**src/rtl/price_level_order_book_defines.svh**
```systemverilog
// ----------------------------------------------------------------------------
// Price level order book: assertion macros
// Shared assertion forms for the order book modules.
// ----------------------------------------------------------------------------
`ifndef PRICE_LEVEL_ORDER_BOOK_DEFINES_SVH
`define PRICE_LEVEL_ORDER_BOOK_DEFINES_SVH

// Same-cycle implication, sampled on the block clock outside reset.
`define PRB_ASSERT_IMP(lbl, ante, cons, msg) \
   lbl: assert property (@(posedge clock) disable iff (reset) (ante) |-> (cons)) \
      else $error(msg);

// Next-cycle implication, sampled on the block clock outside reset.
`define PRB_ASSERT_NEXT(lbl, ante, cons, msg) \
   lbl: assert property (@(posedge clock) disable iff (reset) (ante) |=> (cons)) \
      else $error(msg);

`endif

```
**src/rtl/prb_pkg.sv**
```systemverilog
// ----------------------------------------------------------------------------
// Price level order book package
// Field widths, action codes and the command passed from front to back end.
// ----------------------------------------------------------------------------
`timescale 1ns / 1ps

package prb_pkg;

   localparam int ID_W    = 12;
   localparam int TICK_W  = 11;
   localparam int QTY_W   = 24;
   localparam int COUNT_W = 13;

   // Action codes on the request channel.
   localparam logic [1:0] ACT_ADD    = 2'd0;
   localparam logic [1:0] ACT_MODIFY = 2'd1;
   localparam logic [1:0] ACT_CANCEL = 2'd2;

   // Occupancy bitmap leaf word.
   localparam int LEAF_W  = 32;
   localparam int LEAF_SH = 5;

   typedef enum logic [1:0] {
      OP_ADD,
      OP_MODIFY,
      OP_CANCEL,
      OP_NONE
   } op_type;

   typedef struct packed {
      op_type              op;
      logic [ID_W-1:0]     order_id;
      logic [TICK_W-1:0]   price_tick;
      logic                is_buy;
      logic                id_ok;
      logic                price_ok;
   } cmd_type;

endpackage

```
**src/rtl/prb_queue.sv**
```systemverilog
// ----------------------------------------------------------------------------
// Order book command queue
// Two-entry queue that decouples the front end from the back end.
// ----------------------------------------------------------------------------
`timescale 1ns / 1ps

module prb_queue (
   input  logic              clock,
   input  logic              reset,
   input  logic              push,
   input  prb_pkg::cmd_type  din,
   output logic              full,
   input  logic              pop,
   output logic              valid,
   output prb_pkg::cmd_type  dout
);

   prb_pkg::cmd_type entry_ff [2];
   logic             wptr_ff, wptr_in;
   logic             rptr_ff, rptr_in;
   logic [1:0]       count_ff, count_in;
   logic             do_push, do_pop;

   assign full    = count_ff == 2'd2;
   assign valid   = count_ff != 2'd0;
   assign dout    = entry_ff[rptr_ff];
   assign do_push = push && !full;
   assign do_pop  = pop && valid;

   // Pointer and fill count updates.
   always_comb begin
      wptr_in  = do_push ? !wptr_ff : wptr_ff;
      rptr_in  = do_pop ? !rptr_ff : rptr_ff;
      count_in = count_ff;
      if (do_push && !do_pop) begin
         count_in = count_ff + 2'd1;
      end else if (do_pop && !do_push) begin
         count_in = count_ff - 2'd1;
      end
   end

   always_ff @(posedge clock) begin
      if (reset) begin
         wptr_ff  <= 1'b0;
         rptr_ff  <= 1'b0;
         count_ff <= 2'd0;
      end else begin
         wptr_ff  <= wptr_in;
         rptr_ff  <= rptr_in;
         count_ff <= count_in;
      end
   end

   // Entry storage needs no reset.
   always_ff @(posedge clock) begin
      if (do_push) begin
         entry_ff[wptr_ff] <= din;
      end
   end

endmodule

```
**config.mk**
```make
export PLATFORM = sky130hd
export DESIGN_NAME = prb_queue
export DESIGN_NICKNAME = d
export VERILOG_FILES = /design/src/rtl/price_level_order_book_defines.svh /design/src/rtl/prb_pkg.sv /design/src/rtl/prb_queue.sv
export SDC_FILE = /design/constraint.sdc
export NUM_CORES = 1
export LEC_CHECK = 0
export BUFFER_PORTS_ARGS = -buffer_cell sky130_fd_sc_hd__buf_2
export CAP_MARGIN = 20
export CORE_ASPECT_RATIO = 0.75
export CORE_MARGIN = 2
export CORE_UTILIZATION = 46
export CTS_CLUSTER_DIAMETER = 50
export CTS_CLUSTER_SIZE = 25
export DETAILED_ROUTE_END_ITERATION = 10
export GPL_TIMING_DRIVEN = 0
export PLACE_DENSITY_LB_ADDON = 0.08
export SETUP_SLACK_MARGIN = 0.02
export SYNTH_ARGS = -nofsm -noshare
export SYNTH_HDL_FRONTEND = slang
export SYNTH_SLANG_ARGS = --single-unit
```
**constraint.sdc**
```tcl
create_clock -name clock -period 1.7 [get_ports clock]
set_input_delay 0.34 -clock clock [delete_from_list [all_inputs] [get_ports clock]]
set_output_delay 0.34 -clock clock [all_outputs]
set_load 0.02 [all_outputs]
```
==> flow_summary.json <==
{
  "overflow": 0,
  "h-tree-depth": 3,
  "cp-start-kind": "flop",
  "synth_top_area_share": 0.752,
  "synth_edf_count": 56,
  "die_h_um": 64.4,
  "yosysMostFrequentCell": "edfxtp_1",
  "cts_tree": "done",
  "violations": "negative setup slack",
  "setup_viol_count_final": 26,
  "ys_seq_elements": 61,
  "grt_max_degree": 29,
  "hold_slack_ps": 202,
  "yosys.area.top_type": "edfxtp_1",
  "syn_area_per_cell_um2": 20.0,
  "drt_iter0_drc": 46,
  "worstSetupPathType": "flop to primary output",
  "routabilityCongestion": 0.716,
  "clockBufferDepth": 2,
  "synthFlopType": "edfxtp_1",
  "dp.final_hpwl_mm": 2.52,
  "drc": 0,
  "synth_cell_types": 15,
  "post_drt_via_cell_ratio": 4.97,
  "grt_antenna_before_repair": 0,
  "cp_max_fo": 5,
  "synth_warnings": 0,
  "hold_viol": 0,
  "dr.pass1.iters": 4,
  "rsz0062_at_grt": "yes",
  "synthToLayoutAreaGrowth_pct": 43.6,
  "clk_latency_ps": 320,
  "start_util": 0.489,
  "io_buffers": 61,
  "fillCellCount": 316,
  "slew_headroom": 0.736,
  "core_area_mm2": 0.00457,
  "n_antenna_cell": 0,
  "die_w_um": 84.5,
  "syn_area_mm2": 0.00224,
  "power.density_mw_per_mm2": 1590,
  "synth_cells": 112,
  "power_leakage_nw": 1.28,
  "final_antenna_net_count": 0,
  "cp.required_ps": 1360,
  "period_share": 1.03,
  "via_count": 1257,
  "grt_pass1_vias": 1293,
  "cts.sinks": 61,
  "fp-row-count": 21,
  "synth_nets": 145,
  "synth_area_leaders": "edfxtp_1 (75%), mux2_2 (14%), dfxtp_1 (4.5%)",
  "layout_setup_ws_ps": -46.1,
  "cp.arrival_ps": 1410,
  "clk_pin_slew_ps": 60,
  "cp-end-kind": "primary output",
  "max_freq_mhz": 573,
  "wire_per_inst_um": 16.4,
  "layout_min_cycle_time_ps": 1750,
  "synth.yosys.seq_area_share": 0.796,
  "grt_util_all_layers": 0.166,
  "wl_mm": 4.16,
  "max_slew.worst_pin.slew_ps": 396,
  "place_inst": 230,
  "drive_gt1_frac": 0.607,
  "maxCapViolCount": 0,
  "outcome": "complete, but fails checks",
  "worstHoldPathType": "input pin to flop",
  "finClkSkew_ps": 4.70,
  "cts_buffers": 9,
  "boundaryPins": 62,
  "die-area_mm2": 0.00544,
  "layout.nets": 224,
  "slew_violations": 0,
  "ys_async_sr_fraction": 0,
  "grt_first_pass_wirelength_mm": 6.41,
  "ir_worst_vdd_mv": 0.962,
  "cts-root-buf": "clkbuf_8",
  "yosys-top-cells-count": "edfxtp_1 (56), mux2_2 (28), dfxtp_1 (5), nor2_1 (4)",
  "fin_cells": 253
}
[sequential cells by signal, summed over array words and instances, names as in the netlist, named ones only]
register and count:
count_ff 2, entry_ff 56, rptr_ff 1, wptr_ff 1
[cells by family after synthesis]
| kind of cell | share of synthesized area |
|---|---|
| AND/OR/NAND/NOR | 0.0218 |
| flip-flops | 0.796 |
| XOR/XNOR | 0.0117 |
| adder cells (fa/ha/maj) | 0.00559 |
| AO/OA/AOI/OAI | 0.0112 |
| multiplexers | 0.141 |
| buffers and inverters | 0.0123 |
[layout by cell type, fill, tap and decap left out]
master	netlist	routed
inv_1	2	1
clkinv_1	0	1
o21ai_0	3	3
or3_1	2	2
clkbuf_16	0	1
and2_4	0	1
buf_4	2	2
xor2_1	3	3
ha_1	1	1
edfxtp_1	56	56
clkinvlp_4	0	2
clkbuf_1	0	1
buf_12	0	2
clkbuf_8	0	9
clkinv_2	0	4
buf_6	0	28
buf_8	0	3
nor2_1	4	4
mux2_4	0	25
nor2b_2	1	1
bufinv_16	0	1
mux2_2	28	3
or2_2	1	1
buf_2	1	33
a21oi_1	2	2
dfxtp_2	0	2
buf_16	0	1
dfxtp_1	5	3
[path summary, 6_finish.rpt]
| path | endpoint | depth (start not counted) | slack, ps | start |
|---|---|---|---|---|
| setup / recovery | dout[7] | 4 | -50 | flop |
| setup reg to reg | entry_ff[0][3] | 4 | 130 | count_ff[1] |
| hold reg to reg | rptr_ff | 2 | 520 | rptr_ff |
| hold / removal | entry_ff[1][4] | 1 | 200 | din[4] |
[worst max-delay path: stages (launching register included)]
cell     delay, ps
dfxtp_2        330
buf_8          140
buf_8          130
mux2_2         340
buf_6          130
[metrics by stage]
stage	total power [W]	setup slack [ps]	setup TNS, ps	util	instance area, um^2
floorplan	0.00288	87.1	0	-	2240
global placement	0.00323	-1.29	-14.6	0.573	2620
detailed placement	0.00327	-104	-2890	0.573	2620
CTS	0.00484	-117	-1610	0.661	3020
global route	0.00538	-99.7	-2120	0.703	3210
finish	0.00512	-46.1	-588	0.703	3210
[report_power, final]
part / leakage (nW) / total, W / switching, W / internal (W)
logic: 0.620 / 0.00199 / 0.000909 / 0.00108
registers: 0.565 / 0.00197 / 0.0000767 / 0.00190
clock network: 0.0972 / 0.00116 / 0.000498 / 0.000661
[area by class of cell]
cell class	instances	area, um^2	area share
inverters	2	11.3	0.00350
flip-flops and latches	61	1780	0.555
clock inverters	6	53.8	0.0167
repair buffers	67	588	0.183
clock buffers	10	128	0.0397
repair inverters	1	7.51	0.00234
well taps	57	71.3	0.0222
multi-input cells	46	524	0.163
plain buffers	3	45.0	0.0140
[routing by layer]
layer  track usage  up-vias  routed length, um
met5             0        -                  0
met4        0.0536        0                 35
met3        0.0840        5                253
met2         0.277       43               2090
met1         0.188      618               1780
li1              -      591                  -
[what timing repair did]
action                                 CTS  global route
pin swaps                                0             0
setup endpoints to repair               56            71
gates resized for setup                 48            45
hold buffers                             0             0
endpoints found under the hold margin    0             0
buffers inserted                         3             1
gates cloned                             2             1
Note: power is estimated with default switching activity, not from simulation.
